<file path="config.mk">
export PLATFORM = sky130hd
export DESIGN_NAME = key_matrix_drive_strobe_scanner
export DESIGN_NICKNAME = d
export VERILOG_FILES = /design/src/kmds_pkg.sv /design/src/key_matrix_drive_strobe_scanner.sv /design/src/kmds_core.sv /design/src/kmds_skid.sv
export VERILOG_INCLUDE_DIRS = /design/src /design/src/src
export SDC_FILE = /design/constraint.sdc
export NUM_CORES = 1
export LEC_CHECK = 0
export BUFFER_PORTS_ARGS = -buffer_cell sky130_fd_sc_hd__buf_2
export CORE_MARGIN = 4
export CORE_UTILIZATION = 60
export CTS_CLUSTER_SIZE = 25
export DETAILED_ROUTE_END_ITERATION = 10
export GPL_TIMING_DRIVEN = 0
export PLACE_DENSITY_LB_ADDON = 0.12
export SYNTH_ARGS = -nofsm -noshare
export SYNTH_HDL_FRONTEND = slang
export SYNTH_HIERARCHICAL = 1
export SYNTH_SLANG_ARGS = --single-unit
export TNS_END_PERCENT = 1
</file>
<file path="constraint.sdc">
create_clock -name aclk -period 4 [get_ports aclk]
set_clock_uncertainty 0.05 [all_clocks]
set_input_delay 0.8 -clock aclk [delete_from_list [all_inputs] [get_ports aclk]]
set_output_delay 0.8 -clock aclk [all_outputs]
set_load 0.02 [all_outputs]
</file>
<file path="src/key_matrix_drive_strobe_scanner_defines.svh">
// Assertion macros for the key matrix drive and strobe scanner.
// Used by RTL files that carry concurrent assertions; expects aclk and aresetn in scope.
`ifndef KEY_MATRIX_DRIVE_STROBE_SCANNER_DEFINES_SVH
`define KEY_MATRIX_DRIVE_STROBE_SCANNER_DEFINES_SVH

// Check a property on every clock edge outside reset.
`define KMDS_ASSERT(lbl, prop, msg) \
    lbl: assert property (@(posedge aclk) disable iff (!aresetn) (prop)) else $error(msg);

// Check that a condition in one cycle implies another in the next cycle.
`define KMDS_ASSERT_NEXT(lbl, ante, cons, msg) \
    lbl: assert property (@(posedge aclk) disable iff (!aresetn) (ante) |=> (cons)) \
        else $error(msg);

`endif

</file>
<file path="src/kmds_pkg.sv">
// Shared types, constants and helper functions of the key matrix scanner.
// No dependencies; imported by every module of the block.
package kmds_pkg;

    localparam int unsigned KEY_W      = 8;
    localparam int unsigned PHASE_W    = 8;
    localparam int unsigned DRIVE_W    = 8;
    localparam int unsigned STROBE_W   = 3;
    localparam int unsigned START_W    = 7;
    localparam int unsigned TAIL_W     = 7;
    localparam int unsigned CFG_DATA_W = 8;
    localparam int unsigned CFG_IDX_W  = 2;
    // Cycle end is start + 3 + tail and needs one bit more than the phase.
    localparam int unsigned END_W      = PHASE_W + 1;

    localparam logic [KEY_W-1:0]    LAST_KEY_RST     = 8'd99;
    localparam logic [START_W-1:0]  PULL_TICK_RST    = 7'd12;
    localparam logic [TAIL_W-1:0]   TAIL_TICKS_RST   = 7'd12;
    localparam logic [DRIVE_W-1:0]  DRIVE_INIT       = 8'h04;
    localparam logic [PHASE_W-1:0]  PHASE_LOAD       = 8'd1;

    // Strobe output codes.
    localparam logic [STROBE_W-1:0] STROBE_LOW   = 3'd0;
    localparam logic [STROBE_W-1:0] STROBE_SETUP = 3'd3;
    localparam logic [STROBE_W-1:0] STROBE_IDLE  = 3'd4;
    localparam logic [STROBE_W-1:0] STROBE_HIGH  = 3'd7;

    typedef enum logic [CFG_IDX_W-1:0] {
        REG_LAST_KEY     = 2'd0,
        REG_PULL_TICK    = 2'd1,
        REG_TAIL_TICKS   = 2'd2
    } cfg_idx_t;

    typedef struct packed {
        logic [KEY_W-1:0]   last_key;
        logic [START_W-1:0] pull_tick;
        logic [TAIL_W-1:0]  tail_ticks;
    } cfg_t;

    typedef struct packed {
        logic [DRIVE_W-1:0]  drive_value;
        logic                drive_load;
        logic [STROBE_W-1:0] strobe_level;
        logic                sample_valid;
        logic [KEY_W-1:0]    key_index;
        logic                key_released;
    } res_t;

    // Advance the drive code: column nibble visits 4, 5 and 8..15, row carries.
    function automatic logic [DRIVE_W-1:0] next_drive(input logic [DRIVE_W-1:0] d);
        logic [DRIVE_W-1:0] inc;
        inc = d + 8'd1;
        if (inc[3:0] == 4'h6) begin
            next_drive = inc + 8'd2;
        end else if (inc[3:0] == 4'h0) begin
            next_drive = inc + 8'd4;
        end else begin
            next_drive = inc;
        end
    endfunction

endpackage

</file>
<file path="src/key_matrix_drive_strobe_scanner.sv">
// Key matrix drive and strobe scanner, top level.
// Depends on kmds_pkg, kmds_core and kmds_skid.
//
// Usage:
//   Each transaction on the s_ channel is one timer tick carrying the sensed
//   pin level (s_sense_high). For every tick the block returns exactly one
//   transaction on the m_ channel: the drive code, the drive load flag, the
//   strobe level after this tick, and on the sampling tick the key index and
//   the released flag.
//   Configuration goes over the cfg_ channel (index 0 last key, 1 strobe
//   pull tick, 2 tail ticks); cfg_ready is always high and other
//   indexes are dropped. Write it only while no tick is in flight.
// Timing:
//   A tick's result is registered in kmds_skid (its skid register while the
//   sink stalls). Throughput is one tick per cycle while s_ready is high, set
//   by the single next-state pass in kmds_core between the scan registers.
// Reset (aresetn low, synchronous): phase 0, key 0, drive code 4, strobe 0,
//   registers 99/12/12, no result pending.
// Stall: while m_ready is low the result holds; one more tick is taken into
//   the skid stage, then s_ready drops until the sink takes a result.
module key_matrix_drive_strobe_scanner (
    input  logic                                aclk,
    input  logic                                aresetn,
    // Tick input channel
    input  logic                                s_valid,
    output logic                                s_ready,
    input  logic                                s_sense_high,
    // Result channel
    output logic                                m_valid,
    input  logic                                m_ready,
    output logic [kmds_pkg::DRIVE_W-1:0]        m_drive_value,
    output logic                                m_drive_load,
    output logic [kmds_pkg::STROBE_W-1:0]       m_strobe_level,
    output logic                                m_sample_valid,
    output logic [kmds_pkg::KEY_W-1:0]          m_key_index,
    output logic                                m_key_released,
    // Configuration write channel
    input  logic                                cfg_valid,
    output logic                                cfg_ready,
    input  logic [kmds_pkg::CFG_IDX_W-1:0]      cfg_index,
    input  logic [kmds_pkg::CFG_DATA_W-1:0]     cfg_data
);
    import kmds_pkg::*;

    cfg_t cfg_reg;
    res_t tick_res;
    res_t out_res;
    logic tick_fire;

    assign cfg_ready = 1'b1;
    assign tick_fire = s_valid && s_ready;

    // Configuration registers; unknown indexes are dropped.
    always_ff @(posedge aclk) begin
        if (!aresetn) begin
            cfg_reg.last_key   <= LAST_KEY_RST;
            cfg_reg.pull_tick  <= PULL_TICK_RST;
            cfg_reg.tail_ticks <= TAIL_TICKS_RST;
        end else if (cfg_valid && cfg_ready) begin
            case (cfg_index)
                REG_LAST_KEY:   cfg_reg.last_key   <= cfg_data;
                REG_PULL_TICK:  cfg_reg.pull_tick  <= cfg_data[START_W-1:0];
                REG_TAIL_TICKS: cfg_reg.tail_ticks <= cfg_data[TAIL_W-1:0];
                default: begin
                end
            endcase
        end
    end

    // Advance the scan on every accepted tick.
    kmds_core u_core (
        .aclk       (aclk),
        .aresetn    (aresetn),
        .tick_fire  (tick_fire),
        .sense_high (s_sense_high),
        .cfg        (cfg_reg),
        .res        (tick_res)
    );

    // Hold results for the sink; absorb one extra tick when it stalls.
    kmds_skid u_skid (
        .aclk      (aclk),
        .aresetn   (aresetn),
        .in_valid  (s_valid),
        .in_ready  (s_ready),
        .in_data   (tick_res),
        .out_valid (m_valid),
        .out_ready (m_ready),
        .out_data  (out_res)
    );

    assign m_drive_value  = out_res.drive_value;
    assign m_drive_load   = out_res.drive_load;
    assign m_strobe_level = out_res.strobe_level;
    assign m_sample_valid = out_res.sample_valid;
    assign m_key_index    = out_res.key_index;
    assign m_key_released = out_res.key_released;

endmodule

</file>
<file path="src/kmds_core.sv">
// Scan sequencer: phase counter, key counter, drive code and strobe registers.
// Depends on kmds_pkg and key_matrix_drive_strobe_scanner_defines.svh.
`include "key_matrix_drive_strobe_scanner_defines.svh"

module kmds_core (
    input  logic           aclk,
    input  logic           aresetn,
    input  logic           tick_fire,
    input  logic           sense_high,
    input  kmds_pkg::cfg_t cfg,
    output kmds_pkg::res_t res
);
    import kmds_pkg::*;

    logic [PHASE_W-1:0]  phase_reg,  phase_next;
    logic [KEY_W-1:0]    key_reg,    key_next;
    logic [DRIVE_W-1:0]  drive_reg,  drive_next;
    logic [STROBE_W-1:0] strobe_reg, strobe_next;

    logic [PHASE_W-1:0]  phase_inc;
    logic [END_W-1:0]    phase_ext;
    logic [END_W-1:0]    start_ext;
    logic [END_W-1:0]    slot_end;
    logic                key_wrap;
    logic                wrap_fire;
    logic                scan_home;

    assign phase_inc = phase_reg + 8'd1;
    assign phase_ext = {1'b0, phase_inc};
    assign start_ext = {{(END_W-START_W){1'b0}}, cfg.pull_tick};
    assign slot_end  = start_ext + 9'd3 + {{(END_W-TAIL_W){1'b0}}, cfg.tail_ticks};
    assign key_wrap  = (key_reg >= cfg.last_key);
    assign wrap_fire = tick_fire && res.sample_valid && key_wrap;
    assign scan_home = (key_reg == '0) && (drive_reg == DRIVE_INIT);

    always_comb begin
        key_next         = key_reg;
        drive_next       = drive_reg;
        strobe_next      = strobe_reg;
        res.drive_value  = drive_reg;
        res.drive_load   = 1'b0;
        res.sample_valid = 1'b0;
        res.key_index    = '0;
        res.key_released = 1'b0;
        // First matching slot position wins.
        priority if (phase_inc == PHASE_LOAD) begin
            res.drive_load = 1'b1;
            strobe_next    = STROBE_IDLE;
        end else if (phase_ext == start_ext) begin
            strobe_next = STROBE_LOW;
        end else if (phase_ext == start_ext + 9'd1) begin
            strobe_next = STROBE_SETUP;
        end else if (phase_ext == start_ext + 9'd2) begin
            res.sample_valid = 1'b1;
            res.key_index    = key_reg;
            res.key_released = ~sense_high;
            if (key_wrap) begin
                key_next   = '0;
                drive_next = DRIVE_INIT;
            end else begin
                key_next   = key_reg + 8'd1;
                drive_next = next_drive(drive_reg);
            end
        end else if (phase_ext == start_ext + 9'd3) begin
            strobe_next = STROBE_HIGH;
        end else if (phase_ext == start_ext + 9'd4) begin
            strobe_next = STROBE_IDLE;
        end else begin
            // Hold the strobe between steps.
        end
        res.strobe_level = strobe_next;
        phase_next = (phase_ext == slot_end) ? '0 : phase_inc;
    end

    always_ff @(posedge aclk) begin
        if (!aresetn) begin
            phase_reg  <= '0;
            key_reg    <= '0;
            drive_reg  <= DRIVE_INIT;
            strobe_reg <= STROBE_LOW;
        end else if (tick_fire) begin
            phase_reg  <= phase_next;
            key_reg    <= key_next;
            drive_reg  <= drive_next;
            strobe_reg <= strobe_next;
        end
    end

    `KMDS_ASSERT(a_drive_column, drive_reg[3] || (drive_reg[3:1] == 3'b010), "bad column")
    `KMDS_ASSERT_NEXT(a_wrap_restart, wrap_fire, scan_home, "key wrap did not restart")
    `KMDS_ASSERT_NEXT(a_hold_idle, !tick_fire, $stable({phase_reg, key_reg, drive_reg}), "moved")

endmodule

</file>
<file path="src/kmds_skid.sv">
// Result register with a skid stage that takes one more tick while the sink stalls.
// Depends on kmds_pkg for the result record type.
module kmds_skid (
    input  logic           aclk,
    input  logic           aresetn,
    input  logic           in_valid,
    output logic           in_ready,
    input  kmds_pkg::res_t in_data,
    output logic           out_valid,
    input  logic           out_ready,
    output kmds_pkg::res_t out_data
);
    import kmds_pkg::*;

    logic out_valid_reg, out_valid_next;
    logic skid_valid_reg, skid_valid_next;
    res_t out_data_reg, out_data_next;
    res_t skid_data_reg, skid_data_next;
    logic in_fire;

    assign in_fire   = in_valid && in_ready;
    assign in_ready  = !skid_valid_reg;
    assign out_valid = out_valid_reg;
    assign out_data  = out_data_reg;

    always_comb begin
        out_valid_next  = out_valid_reg;
        skid_valid_next = skid_valid_reg;
        out_data_next   = out_data_reg;
        skid_data_next  = skid_data_reg;
        if (out_valid_reg && !out_ready) begin
            // Sink stalled: park a new transaction in the skid stage.
            if (in_fire) begin
                skid_valid_next = 1'b1;
                skid_data_next  = in_data;
            end
        end else if (skid_valid_reg) begin
            out_valid_next  = 1'b1;
            out_data_next   = skid_data_reg;
            skid_valid_next = 1'b0;
        end else begin
            out_valid_next = in_fire;
            out_data_next  = in_data;
        end
    end

    always_ff @(posedge aclk) begin
        if (!aresetn) begin
            out_valid_reg  <= 1'b0;
            skid_valid_reg <= 1'b0;
        end else begin
            out_valid_reg  <= out_valid_next;
            skid_valid_reg <= skid_valid_next;
        end
        out_data_reg  <= out_data_next;
        skid_data_reg <= skid_data_next;
    end

endmodule
</file>
==> run_results.csv, run 1 <==
group,metric,value,unit
status,outcome,"finished, final reports clean",
drt,routed.top_layer,"met4",
sta,slew-limit-headroom,30.50,%
yosys,avgSynthCellArea,10.04,sq um
yosys,postSynth.asyncResetShare,0,%
worst_setup_path,critPathLaunchType,"flop",
yosys,ys_types,82,
yosys,syn-num-nets,654,
min_path,worstHoldPathCells,2,
clocking,numCtsBuffers,9,
floorplan,start_util,61.97,%
final_layout,final_cells,799,
sta,period_minus_slack,3.500,ns
floorplan,die_area,11870,sq um
clocking,tritoncts,"done",
drt,wl_met2,6978,um
clocking,post_cts_resized,0,
power,p_comb_share,15.5,%
sta,timing.final.crit_share,87.49,%
worst_setup_path,required,4.17,ns
yosys,ys_ff_latch,95,
drt,viasPerCell,6.071,
clocking,cts_sinks,95,
drt,wl_met1,6136,um
clocking,cts_buffer_depth,2,
final_layout,syn_to_final_growth,9.149,%
placed_design,io_buffer_count,39,
drt,ant_nets,0,
global_route,antenna_found_initial,0,
floorplan,die_w,108.9,um
clocking,cts_setup_buffers,0,
power,internal_power,1.410,mW
placed_design,place_ws,0.2575,ns
final_layout,drive_gt1_share,17.87,%
drt,avgRoutedWirePerCell,17.97,um
worst_setup_path,cp-end-kind,"flop",
sta,max_freq,285.7,MHz
global_route,grt_max_degree,26,
worst_setup_path,path_class,"flop to flop",
yosys,synth_area_leader_cell,"edfxtp_1",
yosys,synth_ff_type,"dfxtp_1",
worst_setup_path,crit_arrival,3.67,ns
final_layout,nNetsFinal,706,
final_layout,diodes,0,
global_route,grt-ovfl-total,0,
worst_setup_path,path_max_fanout,9,
drt,vias,4851,
drt,drt_iter0_drc,342,
clocking,insertion_delay,0.36,ns
yosys,yosys-top-cells-count,"nand2_1 (56), dfxtp_1 (51), edfxtp_1 (44)",
worst_setup_path,critical-path-max-stage-delay,0.53,ns
worst_setup_path,reg2reg_depth,12,
yosys,synth_edf_count,44,
worst_setup_path,slowest_stage,"dfxtp_1",
clocking,cts_root_buffer,"clkbuf_8",
clocking,h-tree-depth,3,
drt,first_pass_iters,5,
min_path,holdCritPathClass,"flop to flop",
worst_setup_path,worstPathCellList,"inv_1 > ha_1 > a21oi_1 > xnor2_1 > ha_1 > inv_1 > xnor3_1 > a2111oi_0 > o211ai_1 > buf_4 > o2111ai_1 > o311ai_0",
global_route,grt_pass1_vias,4722,
power,p_leak,2.691,nW
yosys,yosysWarnings,6,
power,power_density,289.6,nW/um^2
floorplan,die_y,108.9,um
sta,drv_slew,0,
power,pwr-share-clk,29.5,%
global_route,grt_first_pass_wirelength,23690,um
sta,worst_pin_slew,1.042,ns
sta,hold_viol,0,
global_route,globalRouteTotalUtil,25.44,%
placed_design,dp_hpwl,10970,um
yosys,syn_inst,609,
floorplan,fp-row-count,36,
sta,holdWs,0.4167,ns
yosys,post-synth-top-count-cell,"nand2_1",
placed_design,place_inst,782,
power,ir_drop,0.0001591,V
clocking,path_clk_slew,0.09,ns
power,switchingPower,522.5,uW
yosys,netlist_area,6113,sq um
sta,rsz0062_at_grt,"false",
yosys,yosys.area.top_type_share,21.61,%
drt,finalWirelength,14360,um
flow_run,drv_cap,0,
yosys,seq_area_frac_synth,38.31,%
power,p_total,1.932,mW
drt,drcViolationCount,0,
sta,finalSetupViolations,0,
floorplan,core_region_area,9864,sq um
sta,setup_ws,0.5003,ns
yosys,yosys-top-cells-area,"edfxtp_1 (22%), dfxtp_1 (17%), ha_1 (5.7%), mux2_4 (4.2%), mux2i_1 (3.4%)",
power,switching_share,27.04,%
clocking,cts-hold-fix-buffers,0,
placed_design,gp_congestion,0.9804,
floorplan,num_io_pins,41,
drt,route.met3.wl,835,um
power,seqPwrFrac,55.0,%
final cells by class:
type / count / area (sq um)
Fill cell: 782 / 3192
Clock inverter: 5 / 32.53
Inverter: 31 / 116.4
Multi-Input combinational cell: 448 / 3441
Tap cell: 133 / 166.4
Buffer: 35 / 219.0
Sequential cell: 95 / 2342
Clock buffer: 11 / 141.4
Timing Repair Buffer: 41 / 214.0
per-layer routing:
layer | global-route usage (%) | vias up
met5 | 0 | -
met4 | 10.73 | 0
met3 | 3.967 | 30
met2 | 43.51 | 183
met1 | 31.90 | 2304
li1 | - | 2334
placed cells by master (no fill, tap or decap), drive strengths merged, types with 4 or more instances in the layout:
cell type   n
xnor3       6
dfxtp      51
nand4b      8
a211oi      5
a21oi      38
nand3      30
nand4bb     5
nor4        5
nor3b       5
clkbuf     25
nor3        9
nor2b      15
o22ai       4
edfxtp     44
ha         28
and2        7
o31ai      13
buf        62
xor2       11
xnor2      21
nand2      56
and3       17
o211ai     12
or3         4
nand2b      6
nand4       4
a21o        5
o21ai      13
nor2       26
mux2i      21
inv        32
mux2       23
power by group through the flow:
stage          Clock (mW)  Sequential [mW]  Combinational (mW)
6_report            0.570             1.06               0.300
2_1_floorplan           0             1.10               0.196
5_1_grt             0.632             1.07               0.326
3_5_place_dp            0             1.09               0.296
4_1_cts             0.586             1.06               0.297
3_3_place_gp            0             1.08               0.288
through the flow:
stage | cell area, sq um | util (%) | setup TNS, ns
floorplan | 6113 | - | 0
global placement | 6475 | 65.64 | -14.84
detailed placement | 6491 | 65.80 | 0
CTS | 6665 | 67.57 | 0
global route | 6673 | 67.64 | 0
finish | 6673 | 67.64 | 0
cells by family (layout without fill, tap and decap cells):
family / after synthesis / after routing / synth area share [%]
mux: 44 / 44 / 8.719
other cells: 1 / 1 / 0.06134
flops: 95 / 95 / 38.31
buf+inv: 66 / 123 / 5.485
compound gates: 127 / 127 / 14.74
simple gates: 207 / 207 / 18.81
xor+xnor: 40 / 40 / 7.818
fa+ha+maj: 29 / 29 / 6.058
path summary, 6_finish.rpt:
path                    start                  end  slack [ns]
setup reg to reg   cfg_reg[8]  u_core/phase_reg[3]        0.50
hold reg to reg   cfg_reg[18]          cfg_reg[18]        0.42
hold / removal    cfg_reg[18]          cfg_reg[18]        0.42
setup / recovery   cfg_reg[8]  u_core/phase_reg[3]        0.50
critical path, delay by kind of cell, from the launching register on:
kind	cells	cell delay (ns)
adder cells (fa/ha/maj)	2	0.49
buffers and inverters	3	0.41
flip-flops	1	0.53
XOR/XNOR	2	0.56
AO/OA/AOI/OAI	5	1.32
Note: power is estimated with default switching activity, not from simulation.
==> inputs of run 2 (changes only) <==
--- a/config.mk
+++ b/config.mk
@@ -12,7 +12,9 @@
 export CTS_CLUSTER_SIZE = 25
 export DETAILED_ROUTE_END_ITERATION = 10
 export GPL_TIMING_DRIVEN = 0
+export MAX_ROUTING_LAYER = met4
 export PLACE_DENSITY_LB_ADDON = 0.12
+export SLEW_MARGIN = 20
 export SYNTH_ARGS = -nofsm -noshare
 export SYNTH_HDL_FRONTEND = slang
 export SYNTH_HIERARCHICAL = 1
==> run 2 against run 1 <==
Maximum frequency is 1.4% lower. Power grew 2.9%. Combinational power barely moved. Die area is the same. Sequential share of layout area fell by 0.14 points. Global-route usage up 0.86 points. Cell count up 0.25%. First-iteration DRC count decreased by 11%. Largest cell class unchanged.
==> run_results.csv, run 2 (synthesis results as in run 1) <==
group,metric,value,unit
worst_setup_path,crit_arrival,3.77,ns
floorplan,core_region_area,9864,sq um
drt,drt_iter0_drc,306,
drt,avgRoutedWirePerCell,18.07,um
drt,first_pass_iters,7,
placed_design,place_ws,0.3365,ns
final_layout,finalInstanceArea,6699,sq um
placed_design,gp_congestion,0.9794,
placed_design,post_dp_cell_area,6495,sq um
status,outcome,"finished, final reports clean",
power,ir_drop,0.0001891,V
placed_design,io_buffer_count,39,
drt,vias,4866,
global_route,antenna_found_initial,0,
worst_setup_path,required,4.22,ns
sta,timing.final.crit_share,88.71,%
clocking,cts_sinks,95,
final_layout,drive_gt1_share,18.11,%
clocking,h-tree-depth,3,
final_layout,multi_input_area,3441,sq um
global_route,grt_pass1_vias,4781,
global_route,grt_first_pass_wirelength,23600,um
final_layout,seq_area,2342,sq um
worst_setup_path,critical-path-max-stage-delay,0.52,ns
floorplan,die_w,108.9,um
sta,worst_pin_slew,1.076,ns
clocking,cts_buffer_depth,2,
final_layout,final_cell_mix,"nand2_1 (56), dfxtp_1 (51), buf_2 (50)",
global_route,grt_max_degree,26,
clocking,tritoncts,"done",
clocking,insertion_delay,0.37,ns
power,p_leak,2.702,nW
clocking,cts_root_buffer,"clkbuf_8",
flow_run,drv_cap,0,
worst_setup_path,critical_path_buf_inv_count,4,
drt,viasPerCell,6.075,
drt,finalWirelength,14470,um
drt,ant_nets,0,
final_layout,diodes,0,
floorplan,start_util,61.97,%
worst_setup_path,cp-end-kind,"flop",
worst_setup_path,cp_top_family,"compound AO/OA/AOI/OAI gates",
global_route,grt-ovfl-total,0,
worst_setup_path,worstPathCellList,"inv_1 > ha_1 > a21oi_1 > xnor2_1 > ha_1 > inv_1 > xnor3_1 > a2111oi_0 > o211ai_1 > buf_4 > buf_4 > a2bb2oi_1 > a31o_2",
sta,max_freq,281.8,MHz
power,p_total,1.989,mW
worst_setup_path,path_max_fanout,7,
sta,period_minus_slack,3.548,ns
worst_setup_path,path_class,"flop to flop",
sta,drv_slew,0,
final_layout,final_common_cell,"nand2_1",
sta,setup_ws,0.4517,ns
final_layout,nNetsFinal,708,
worst_setup_path,slowest_stage,"dfxtp_1",
floorplan,die_area,11870,sq um
sta,hold_viol,0,
sta,rsz0062_at_grt,"false",
power,power_density,297.0,nW/um^2
clocking,cts-hold-fix-buffers,0,
clocking,numCtsBuffers,9,
drt,drcViolationCount,0,
sta,finalSetupViolations,0,
clocking,path_clk_slew,0.10,ns
final_layout,fill_cells,824,
floorplan,die_y,108.9,um
final_layout,final_cells,801,
floorplan,num_io_pins,41,
min_path,holdCritPathClass,"flop to flop",
sta,slew-limit-headroom,28.26,%
placed_design,dp_hpwl,10940,um
final_layout,utilization,67.91,%
floorplan,fp-row-count,36,
placed_design,place_inst,783,
final_layout,syn_to_final_growth,9.578,%
global_route,globalRouteTotalUtil,26.30,%
worst_setup_path,critPathLaunchType,"flop",
==> run 2: cell types whose count changed in the layout (fill, tap and decap cells not counted), sizes merged <==
| cell | delta |
|---|---|
| buf | +2 |
| bufinv | +1 |
| clkbuf | -1 |
| clkinvlp | +1 |
| inv | -1 |
==> run 2: where the power goes <==
part	internal [mW]	switching, mW
registers	1.05	0.0160
clock network	0.286	0.340
logic	0.121	0.179
==> run 2: repair_timing <==
action | 4_1_cts | 5_1_grt
endpoints found under the setup margin | 0 | 1
resized for setup | 0 | 0
hold endpoints to repair | 0 | 0
setup buffers | 0 | 2
==> run 2: path summary, 6_finish.rpt <==
path / startpoint / endpoint / slack [ns] / cells after the start
worst max-delay path: cfg_reg[8] / u_core/phase_reg[5] / 0.45 / 13
worst min-delay path: cfg_reg[21] / cfg_reg[21] / 0.41 / 2
worst max register to register: cfg_reg[8] / u_core/phase_reg[5] / 0.45 / 13
worst min register to register: cfg_reg[21] / cfg_reg[21] / 0.41 / 2
==> run 2: cell type report <==
class,instances,share of cell area [%]
sequential,95,34.96
buffer,35,3.269
clock inverter,6,0.9152
clock buffer,10,1.905
tap,133,2.484
multi-input combinational,448,51.36
inverter,31,1.737
timing repair buffer,43,3.362
==> run 2: through the flow <==
step | hold slack, ns | TNS (ns)
after global placement | 0.3929 | -14.85
after floorplan | 0.3814 | 0
after CTS | 0.4160 | 0
after global routing | 0.4244 | 0
final | 0.4132 | 0
after detailed placement | 0.4015 | 0
==> run 2: routing by layer <==
| layer | GRT usage, % | part of all wire [%] |
|---|---|---|
| met1 | 32.42 | 43 |
| met2 | 43.51 | 49 |
| met3 | 3.079 | 5.0 |
| met4 | 11.72 | 3.4 |
| met5 | - | 0 |
==> run 2: tightest hold or removal path: stages (launching register included) <==
cell and delay (ns):
dfxtp_1 0.32, nand2_1 0.05, mux2i_1 0.05
